[config.mk]
export PLATFORM = sky130hd
export DESIGN_NAME = valve_response_diagnoser
export DESIGN_NICKNAME = d
export VERILOG_FILES = /design/src/hw/rtl/vrd_pkg.sv /design/src/hw/rtl/vrd_cfg_regs.sv /design/src/hw/rtl/vrd_core.sv /design/src/hw/rtl/valve_response_diagnoser.sv
export VERILOG_INCLUDE_DIRS = /design/src /design/src/hw/rtl
export SDC_FILE = /design/constraint.sdc
export NUM_CORES = 1
export LEC_CHECK = 0
export CELL_PAD_IN_SITES_DETAIL_PLACEMENT = 0
export CELL_PAD_IN_SITES_GLOBAL_PLACEMENT = 2
export CORE_MARGIN = 10
export CORE_UTILIZATION = 41
export CTS_CLUSTER_DIAMETER = 60
export DETAILED_ROUTE_END_ITERATION = 7
export DONT_BUFFER_PORTS = 1
export PLACE_DENSITY_LB_ADDON = 0.1
export SLEW_MARGIN = 20
export SYNTH_ARGS = -nofsm -noshare
export SYNTH_HDL_FRONTEND = slang
export SYNTH_SLANG_ARGS = --single-unit
export TNS_END_PERCENT = 50
[constraint.sdc]
create_clock -name aclk -period 5.4 [get_ports aclk]
set_clock_uncertainty 0.2 [all_clocks]
set_input_delay 0 -clock aclk [delete_from_list [all_inputs] [get_ports aclk]]
set_output_delay 0 -clock aclk [all_outputs]
set_load 0.02 [all_outputs]
[src/hw/rtl/valve_response_diagnoser_macros.svh]
// Assertion macros shared by the valve response diagnoser RTL.
`ifndef VALVE_RESPONSE_DIAGNOSER_MACROS_SVH
`define VALVE_RESPONSE_DIAGNOSER_MACROS_SVH

// Same-cycle implication, disabled during reset.
`define VRD_ASSERT_NOW(label, clk, rstn, ante, cons, msg) \
    label: assert property (@(posedge clk) disable iff (!(rstn)) (ante) |-> (cons)) \
        else $error(msg);

// Next-cycle implication, disabled during reset.
`define VRD_ASSERT_NEXT(label, clk, rstn, ante, cons, msg) \
    label: assert property (@(posedge clk) disable iff (!(rstn)) (ante) |=> (cons)) \
        else $error(msg);

`endif

[src/hw/rtl/vrd_pkg.sv]
// Types, codes and reset constants for the valve response diagnoser.
package vrd_pkg;

    typedef enum logic [1:0] {
        REQ_EVAL  = 2'd0,
        REQ_OPEN  = 2'd1,
        REQ_CLOSE = 2'd2
    } req_t;

    typedef enum logic [2:0] {
        ST_IDLE           = 3'd0,
        ST_WAIT_OPEN      = 3'd1,
        ST_WAIT_CLOSE     = 3'd2,
        ST_OPEN_OK        = 3'd3,
        ST_SENSOR_MISSING = 3'd4,
        ST_STUCK_CLOSED   = 3'd5,
        ST_NO_RESPONSE    = 3'd6,
        ST_STUCK_OPEN     = 3'd7
    } status_t;

    localparam logic [1:0] CFG_OPEN_TIMEOUT  = 2'd0;
    localparam logic [1:0] CFG_CLOSE_TIMEOUT = 2'd1;
    localparam logic [1:0] CFG_MIN_FLOW      = 2'd2;
    localparam logic [1:0] CFG_MIN_PRESSURE  = 2'd3;

    localparam logic [31:0] OPEN_TIMEOUT_RST  = 32'd30000;
    localparam logic [31:0] CLOSE_TIMEOUT_RST = 32'd30000;
    localparam logic [15:0] MIN_FLOW_RST      = 16'd100;
    localparam logic [15:0] MIN_PRESSURE_RST  = 16'd200;

    typedef struct packed {
        logic [31:0] open_timeout_ms;
        logic [31:0] close_timeout_ms;
        logic [15:0] min_flow_centi_lpm;
        logic [15:0] min_pressure_mbar;
    } cfg_t;

    typedef struct packed {
        logic [1:0]  req_type;
        logic [7:0]  zone_number;
        logic [31:0] time_ms;
        logic        flow_ok;
        logic [15:0] flow_centi_lpm;
        logic        pressure_ok;
        logic [15:0] pressure_reading;
    } item_t;

    typedef struct packed {
        status_t     diag_status;
        logic        shutdown_needed;
        logic [7:0]  current_zone;
    } result_t;

    function automatic logic is_shutdown(status_t st);
        return (st == ST_STUCK_CLOSED) || (st == ST_NO_RESPONSE) || (st == ST_STUCK_OPEN);
    endfunction

endpackage

[src/hw/rtl/vrd_cfg_regs.sv]
// Configuration register file: timeouts and sensor thresholds.
module vrd_cfg_regs (
    input  logic         aclk,
    input  logic         aresetn,
    input  logic         cfg_we,
    input  logic [1:0]   cfg_addr,
    input  logic [31:0]  cfg_wdata,
    output vrd_pkg::cfg_t cfg
);
    import vrd_pkg::*;

    cfg_t cfg_reg;
    cfg_t cfg_next;

    always_comb begin
        cfg_next = cfg_reg;
        if (cfg_we) begin
            unique case (cfg_addr)
                CFG_OPEN_TIMEOUT:  cfg_next.open_timeout_ms    = cfg_wdata;
                CFG_CLOSE_TIMEOUT: cfg_next.close_timeout_ms   = cfg_wdata;
                CFG_MIN_FLOW:      cfg_next.min_flow_centi_lpm = cfg_wdata[15:0];
                CFG_MIN_PRESSURE:  cfg_next.min_pressure_mbar  = cfg_wdata[15:0];
                default:           cfg_next = cfg_reg;
            endcase
        end
    end

    always_ff @(posedge aclk) begin
        if (!aresetn) begin
            cfg_reg.open_timeout_ms    <= OPEN_TIMEOUT_RST;
            cfg_reg.close_timeout_ms   <= CLOSE_TIMEOUT_RST;
            cfg_reg.min_flow_centi_lpm <= MIN_FLOW_RST;
            cfg_reg.min_pressure_mbar  <= MIN_PRESSURE_RST;
        end else begin
            cfg_reg <= cfg_next;
        end
    end

    assign cfg = cfg_reg;

endmodule

[src/hw/rtl/vrd_core.sv]
// Diagnosis state registers and the single-pass next-state logic.
module vrd_core (
    input  logic             aclk,
    input  logic             aresetn,
    input  logic             advance,
    input  vrd_pkg::item_t   item,
    input  vrd_pkg::cfg_t    cfg,
    output vrd_pkg::result_t result
);
    import vrd_pkg::*;

    status_t     status_reg,     status_next;
    logic [31:0] start_time_reg, start_time_next;
    logic [7:0]  zone_reg,       zone_next;
    logic        open_cmd_reg,   open_cmd_next;

    logic        flow_detected;
    logic        supply;
    logic [31:0] elapsed;
    logic        open_expired;
    logic        close_expired;
    status_t     failed_open;

    always_comb begin
        flow_detected = item.flow_ok && (item.flow_centi_lpm >= cfg.min_flow_centi_lpm);
        supply        = item.pressure_ok && (item.pressure_reading >= cfg.min_pressure_mbar);
        elapsed       = item.time_ms - start_time_reg;   // modulo 2^32
        open_expired  = elapsed >= cfg.open_timeout_ms;
        close_expired = elapsed >= cfg.close_timeout_ms;
        failed_open   = supply ? ST_STUCK_CLOSED : ST_NO_RESPONSE;

        status_next     = status_reg;
        start_time_next = start_time_reg;
        zone_next       = zone_reg;
        open_cmd_next   = open_cmd_reg;

        unique case (item.req_type)
            REQ_EVAL: begin
                unique case (status_reg)
                    ST_WAIT_OPEN: begin
                        if (flow_detected) begin
                            status_next = ST_OPEN_OK;
                        end else if (open_expired) begin
                            status_next = item.flow_ok ? failed_open : ST_SENSOR_MISSING;
                        end
                    end
                    ST_WAIT_CLOSE: begin
                        if (item.flow_ok && !flow_detected) begin
                            status_next = ST_IDLE;
                            zone_next   = '0;
                        end else if (close_expired) begin
                            status_next = item.flow_ok ? ST_STUCK_OPEN : ST_SENSOR_MISSING;
                        end
                    end
                    ST_IDLE: begin
                        // unexpected flow with no valve commanded
                        if (flow_detected) begin
                            status_next     = ST_WAIT_CLOSE;
                            start_time_next = item.time_ms;
                        end
                    end
                    ST_SENSOR_MISSING: begin
                        if (item.flow_ok) begin
                            if (open_cmd_reg) begin
                                status_next = flow_detected ? ST_OPEN_OK : failed_open;
                            end else if (flow_detected) begin
                                status_next = ST_STUCK_OPEN;
                            end else begin
                                status_next = ST_IDLE;
                                zone_next   = '0;
                            end
                        end
                    end
                    ST_OPEN_OK, ST_STUCK_CLOSED, ST_NO_RESPONSE, ST_STUCK_OPEN: begin
                        status_next = status_reg;   // held until a command
                    end
                    default: status_next = status_reg;
                endcase
            end
            REQ_OPEN: begin
                if (item.zone_number != '0) begin
                    status_next     = ST_WAIT_OPEN;
                    start_time_next = item.time_ms;
                    zone_next       = item.zone_number;
                    open_cmd_next   = 1'b1;
                end
            end
            REQ_CLOSE: begin
                status_next     = ST_WAIT_CLOSE;
                start_time_next = item.time_ms;
                open_cmd_next   = 1'b0;
            end
            default: status_next = status_reg;  // unused code leaves state alone
        endcase
    end

    always_ff @(posedge aclk) begin
        if (!aresetn) begin
            status_reg     <= ST_IDLE;
            start_time_reg <= '0;
            zone_reg       <= '0;
            open_cmd_reg   <= 1'b0;
        end else if (advance) begin
            status_reg     <= status_next;
            start_time_reg <= start_time_next;
            zone_reg       <= zone_next;
            open_cmd_reg   <= open_cmd_next;
        end
    end

    assign result.diag_status     = status_next;
    assign result.shutdown_needed = is_shutdown(status_next);
    assign result.current_zone    = zone_next;

endmodule

[src/hw/rtl/valve_response_diagnoser.sv]
// Top level of the valve response diagnoser: input and result registers around the core.
//
//   channel   direction   handshake          payload
//   s_*       in          s_valid/s_ready    request, zone, time, flow and pressure readings
//   m_*       out         m_valid/m_ready    diag_status, shutdown_needed, current_zone
//   cfg_*     in          cfg_we             cfg_addr selects register, cfg_wdata
//
// One transaction per cycle sustained. An accepted item sits in the input register until the
// result slot is free, then its result is loaded into the result register while the state
// updates, and m_valid rises. Throughput is set by the single state update per item.
// Synchronous active-low reset clears state and both valid flags and loads config defaults.
// A stall on m_ready holds the result; the input register then fills and s_ready drops.
module valve_response_diagnoser (
    input  logic        aclk,
    input  logic        aresetn,

    // configuration write port
    input  logic        cfg_we,
    input  logic [1:0]  cfg_addr,
    input  logic [31:0] cfg_wdata,

    // request channel
    input  logic        s_valid,
    output logic        s_ready,
    input  logic [1:0]  s_req_type,
    input  logic [7:0]  s_zone_number,
    input  logic [31:0] s_time_ms,
    input  logic        s_flow_ok,
    input  logic [15:0] s_flow_centi_lpm,
    input  logic        s_pressure_ok,
    input  logic [15:0] s_pressure_reading,

    // result channel
    output logic        m_valid,
    input  logic        m_ready,
    output logic [2:0]  m_diag_status,
    output logic        m_shutdown_needed,
    output logic [7:0]  m_current_zone
);
    import vrd_pkg::*;
    `include "valve_response_diagnoser_macros.svh"

    cfg_t    cfg;
    item_t   in_item_reg;
    logic    in_valid_reg;
    result_t core_result;
    result_t out_reg;
    logic    out_valid_reg;
    logic    advance;
    logic    s_fire;
    logic    shdn_ok;
    logic    idle_ok;
    logic    wait_open_ok;

    // The item in the input register moves on whenever the result slot is free
    // or is being emptied this cycle.
    assign advance = in_valid_reg && (!out_valid_reg || m_ready);
    assign s_ready = !in_valid_reg || advance;
    assign s_fire  = s_valid && s_ready;

    vrd_cfg_regs u_cfg (
        .aclk      (aclk),
        .aresetn   (aresetn),
        .cfg_we    (cfg_we),
        .cfg_addr  (cfg_addr),
        .cfg_wdata (cfg_wdata),
        .cfg       (cfg)
    );

    vrd_core u_core (
        .aclk    (aclk),
        .aresetn (aresetn),
        .advance (advance),
        .item    (in_item_reg),
        .cfg     (cfg),
        .result  (core_result)
    );

    // input register
    always_ff @(posedge aclk) begin
        if (!aresetn) begin
            in_valid_reg <= 1'b0;
        end else if (s_ready) begin
            in_valid_reg <= s_valid;
        end
    end

    always_ff @(posedge aclk) begin
        if (s_fire) begin
            in_item_reg.req_type         <= s_req_type;
            in_item_reg.zone_number      <= s_zone_number;
            in_item_reg.time_ms          <= s_time_ms;
            in_item_reg.flow_ok          <= s_flow_ok;
            in_item_reg.flow_centi_lpm   <= s_flow_centi_lpm;
            in_item_reg.pressure_ok      <= s_pressure_ok;
            in_item_reg.pressure_reading <= s_pressure_reading;
        end
    end

    // result register
    always_ff @(posedge aclk) begin
        if (!aresetn) begin
            out_valid_reg <= 1'b0;
        end else if (advance) begin
            out_valid_reg <= 1'b1;
        end else if (m_ready) begin
            out_valid_reg <= 1'b0;
        end
    end

    always_ff @(posedge aclk) begin
        if (advance) begin
            out_reg <= core_result;
        end
    end

    assign m_valid           = out_valid_reg;
    assign m_diag_status     = out_reg.diag_status;
    assign m_shutdown_needed = out_reg.shutdown_needed;
    assign m_current_zone    = out_reg.current_zone;

    // consistency terms on the result port
    assign shdn_ok      = m_shutdown_needed == is_shutdown(status_t'(m_diag_status));
    assign idle_ok      = (m_diag_status != ST_IDLE) || (m_current_zone == 8'd0);
    assign wait_open_ok = (m_diag_status != ST_WAIT_OPEN) || (m_current_zone != 8'd0);

    // Shutdown flag must track the three fault verdicts.
    `VRD_ASSERT_NOW(a_shutdown_flag, aclk, aresetn, m_valid, shdn_ok, "shutdown flag off status")
    // Idle is only reached with the zone cleared.
    `VRD_ASSERT_NOW(a_idle_no_zone, aclk, aresetn, m_valid, idle_ok, "idle with a zone active")
    // Waiting on an open needs a real zone.
    `VRD_ASSERT_NOW(a_wait_open_zone, aclk, aresetn, m_valid, wait_open_ok, "wait open, zone 0")
    // A transaction that moves through the core always lands in the result register.
    `VRD_ASSERT_NEXT(a_advance_lands, aclk, aresetn, advance, m_valid, "advanced item lost")
    // A held input item is never dropped.
    `VRD_ASSERT_NEXT(a_hold_input, aclk, aresetn, in_valid_reg && !advance, in_valid_reg, "input lost")

endmodule

==> flow_summary.ini <==
[routing]
viasPerCell = 4.94
first_pass_iters = 5
final_antenna_net_count = 0
totalWireLength_um = 32800
drtIter0Drc = 477
vias = 9519
drc_errors = 0
wl_per_cell_um = 17.0

[yosys]
ys_top_cells_by_area = dfxtp_1 (23%), edfxtp_1 (22%), ha_1 (13%), nand2_1 (6.8%), a21boi_0 (5.2%)
synth_edf_count = 88
synth_area_per_cell_sq_um = 9.60
syn_area_sq_mm = 0.0122
syn_nets = 1516
yosysWarnings = 0
ys.flop_type = dfxtp_1
syn-instance-count = 1273
ys_seq_area_share_pct = 44.9
synth.distinct_cells = 68
synthArstFlopShare_pct = 0
synth_top_cell_by_area = dfxtp_1
yosysTopAreaCellShare_pct = 23.3
synth_seq_cells = 230

[pwr]
ir_drop_v = 0.000249
power_mw = 4.97
power_density_mw_per_mm2 = 306
leakage_nw = 6.35

[flow_run]
max-cap-violations = 0

[sta]
fmax_mhz = 196
worstMarginPinSlew_ns = 1.05
period_minus_slack_ns = 5.10
hold_viol = 0
period_share_pct = 94.5
slew_headroom_pct = 30.0
rsz0062_at_grt = no
timing.final.max_slew_violations = 0
setup_violations = 0

[cells_and_area]
design_area_sq_mm = 0.0162
final_util_pct = 55.1
layout_common_cells = dlygate4sd3_1 (237), nand2_1 (220), dfxtp_1 (142), inv_1 (140), ha_1 (127)
fillers = 2699
stdcell_count = 1926
nets = 1754
n_antenna_cell = 0
drive_gt1_share_pct = 6.38
layout_commonest_cell = dlygate4sd3_1
syn_to_final_growth_pct = 32.9
largest_reg_flops = 96

[run_status]
status = complete, no violations

[worst_setup_path]
cp_top_family = compound AO/OA/AOI/OAI gates
end_kind = flip-flop
worst_path_largest_cell_delay_ns = 0.40
worstPathRequired_ns = 5.53
path_buf_inv = 2
arrival_ns = 5.23
worstSetupStartpointType = flip-flop
crit_path_max_fanout = 4
slowest_stage = a2111o_1
crit_chain = inv_1 > ha_1 > inv_1 > fa_2 > a21o_1 > nand2_2 > a21oi_2 > a221o_1 > a221oi_4 > o211ai_2 > a31o_2 > a311oi_4 > xnor2_2 > ha_1 > nand4_1 > nor2_2 > a2111o_1 > a31oi_1 > o21ai_2 > a31oi_1 > a211oi_2 > o21a_1
crit_type = reg2reg

[floorplan]
boundaryPins = 129
core_area_sq_mm = 0.0295
die_h_um = 193
die_x_um = 193
die_area_sq_mm = 0.0371
placementRows = 63
start_util_pct = 41.4

[cts]
cts_tree = built
clock_latency_ns = 0.58
cts_max_path_buffers = 3
cts_buffers = 31
ctsRootBufferMaster = clkbuf_16
cts_sinks = 230
htree_num_levels = 1
clk_pin_slew_ns = 0.06

[global_route]
grt_pass1_vias = 9866
grt_max_degree = 145
antenna_found_initial = 0
grt.total_usage_pct = 17.8
grt_overflow = 0
grt_first_pass_wirelength_um = 53000

[placed_design]
io_buffer_count = 0
placed_area_sq_mm = 0.0126
gp_congestion = 0.837
dp_hpwl_um = 21800
dp.cells = 1625

[worst_hold_path]
holdCritPathClass = in2reg
[logic make-up after synthesis]
family                   Yosys count  share of synthesized area [%]
AND/OR/NAND/NOR                  368                           13.6
multiplexers                      33                           2.70
adder cells (fa/ha/maj)          128                           13.2
buffers and inverters            185                           5.88
flip-flops                       230                           44.9
XOR/XNOR                          29                           2.08
AO/OA/AOI/OAI                    300                           17.6
[worst register-to-register path: cells and delay by family (launching register included)]
family | cells | cell delay [ns]
fa+ha+maj | 3 | 0.81
compound gates | 13 | 2.92
xor+xnor | 1 | 0.12
flops | 1 | 0.38
simple gates | 3 | 0.28
buf+inv | 2 | 0.13
[routing by layer]
| layer | global-route usage [%] | up-vias | part of all wire [%] |
|---|---|---|---|
| li1 | - | 4896 | - |
| met2 | 29.8 | 140 | 48 |
| met1 | 23.9 | 4438 | 47 |
| met3 | 2.76 | 45 | 3.5 |
| met5 | 0 | - | 0 |
| met4 | 3.40 | 0 | 1.6 |
[stage by stage]
step                      worst slack, ns  TNS [ns]  hold slack (ns)
after floorplan                     0.553         0           -0.101
after global placement             0.0451         0           -0.101
after detailed placement          -0.0361   -0.0361           -0.101
after CTS                          0.0637         0          0.00287
after global routing               0.0109         0           0.0421
final                               0.298         0           0.0248
[area by class of cell]
| class | count | area (sq um) | area share, % |
|---|---|---|---|
| Timing Repair Buffer | 250 | 2510 | 15.5 |
| Clock buffer | 37 | 850 | 5.23 |
| Inverter | 140 | 526 | 3.24 |
| Multi-Input combinational cell | 858 | 6080 | 37.5 |
| Sequential cell | 230 | 5490 | 33.8 |
| Clock inverter | 21 | 290 | 1.79 |
| Tap cell | 390 | 488 | 3.01 |
[report_power, final]
| group | total (mW) | internal, mW | switching, mW | leakage (nW) |
|---|---|---|---|---|
| Combinational | 0.821 | 0.392 | 0.429 | 3.77 |
| Sequential | 1.93 | 1.89 | 0.0469 | 2.01 |
| Clock | 2.21 | 1.38 | 0.829 | 0.565 |
[final timing paths]
| check | cells past startpoint | slack (ns) | to | from |
|---|---|---|---|---|
| worst min-delay path | 3 | 0.02 | u_cfg.cfg[70] | cfg_addr[0] |
| worst max-delay path | 22 | 0.30 | m_shutdown_needed | in_item_reg[34] |
| worst min register to register | 2 | 0.26 | u_core.zone_reg[4] | u_core.zone_reg[4] |
| worst max register to register | 22 | 0.30 | m_shutdown_needed | in_item_reg[34] |
[synth_stat cells, types with 5 or more instances]
cell type  number
a211oi_1        9
a21boi_0       85
a21o_1         25
a21oi_1        61
a22o_1          9
a31oi_1         6
and3_1         10
clkbuf_1       39
dfxtp_1       142
edfxtp_1       88
ha_1          127
inv_1         140
mux2i_1        33
nand2_1       221
nand2b_1        8
nand3_1        10
nand4_1        13
nor2_1         35
nor2b_1        46
nor3_1          5
o211ai_1       22
o21a_1         11
o21ai_0        28
o21bai_1        5
xnor2_1        23
xor2_1          6
[what timing repair did]
action	CTS	global route
setup endpoints to repair	3	7
endpoints found under the hold margin	281	0
hold buffers	239	0
pin swaps	0	8
resized for setup	2	11
buffers inserted	0	3
Power figures use the tool's default switching activity.
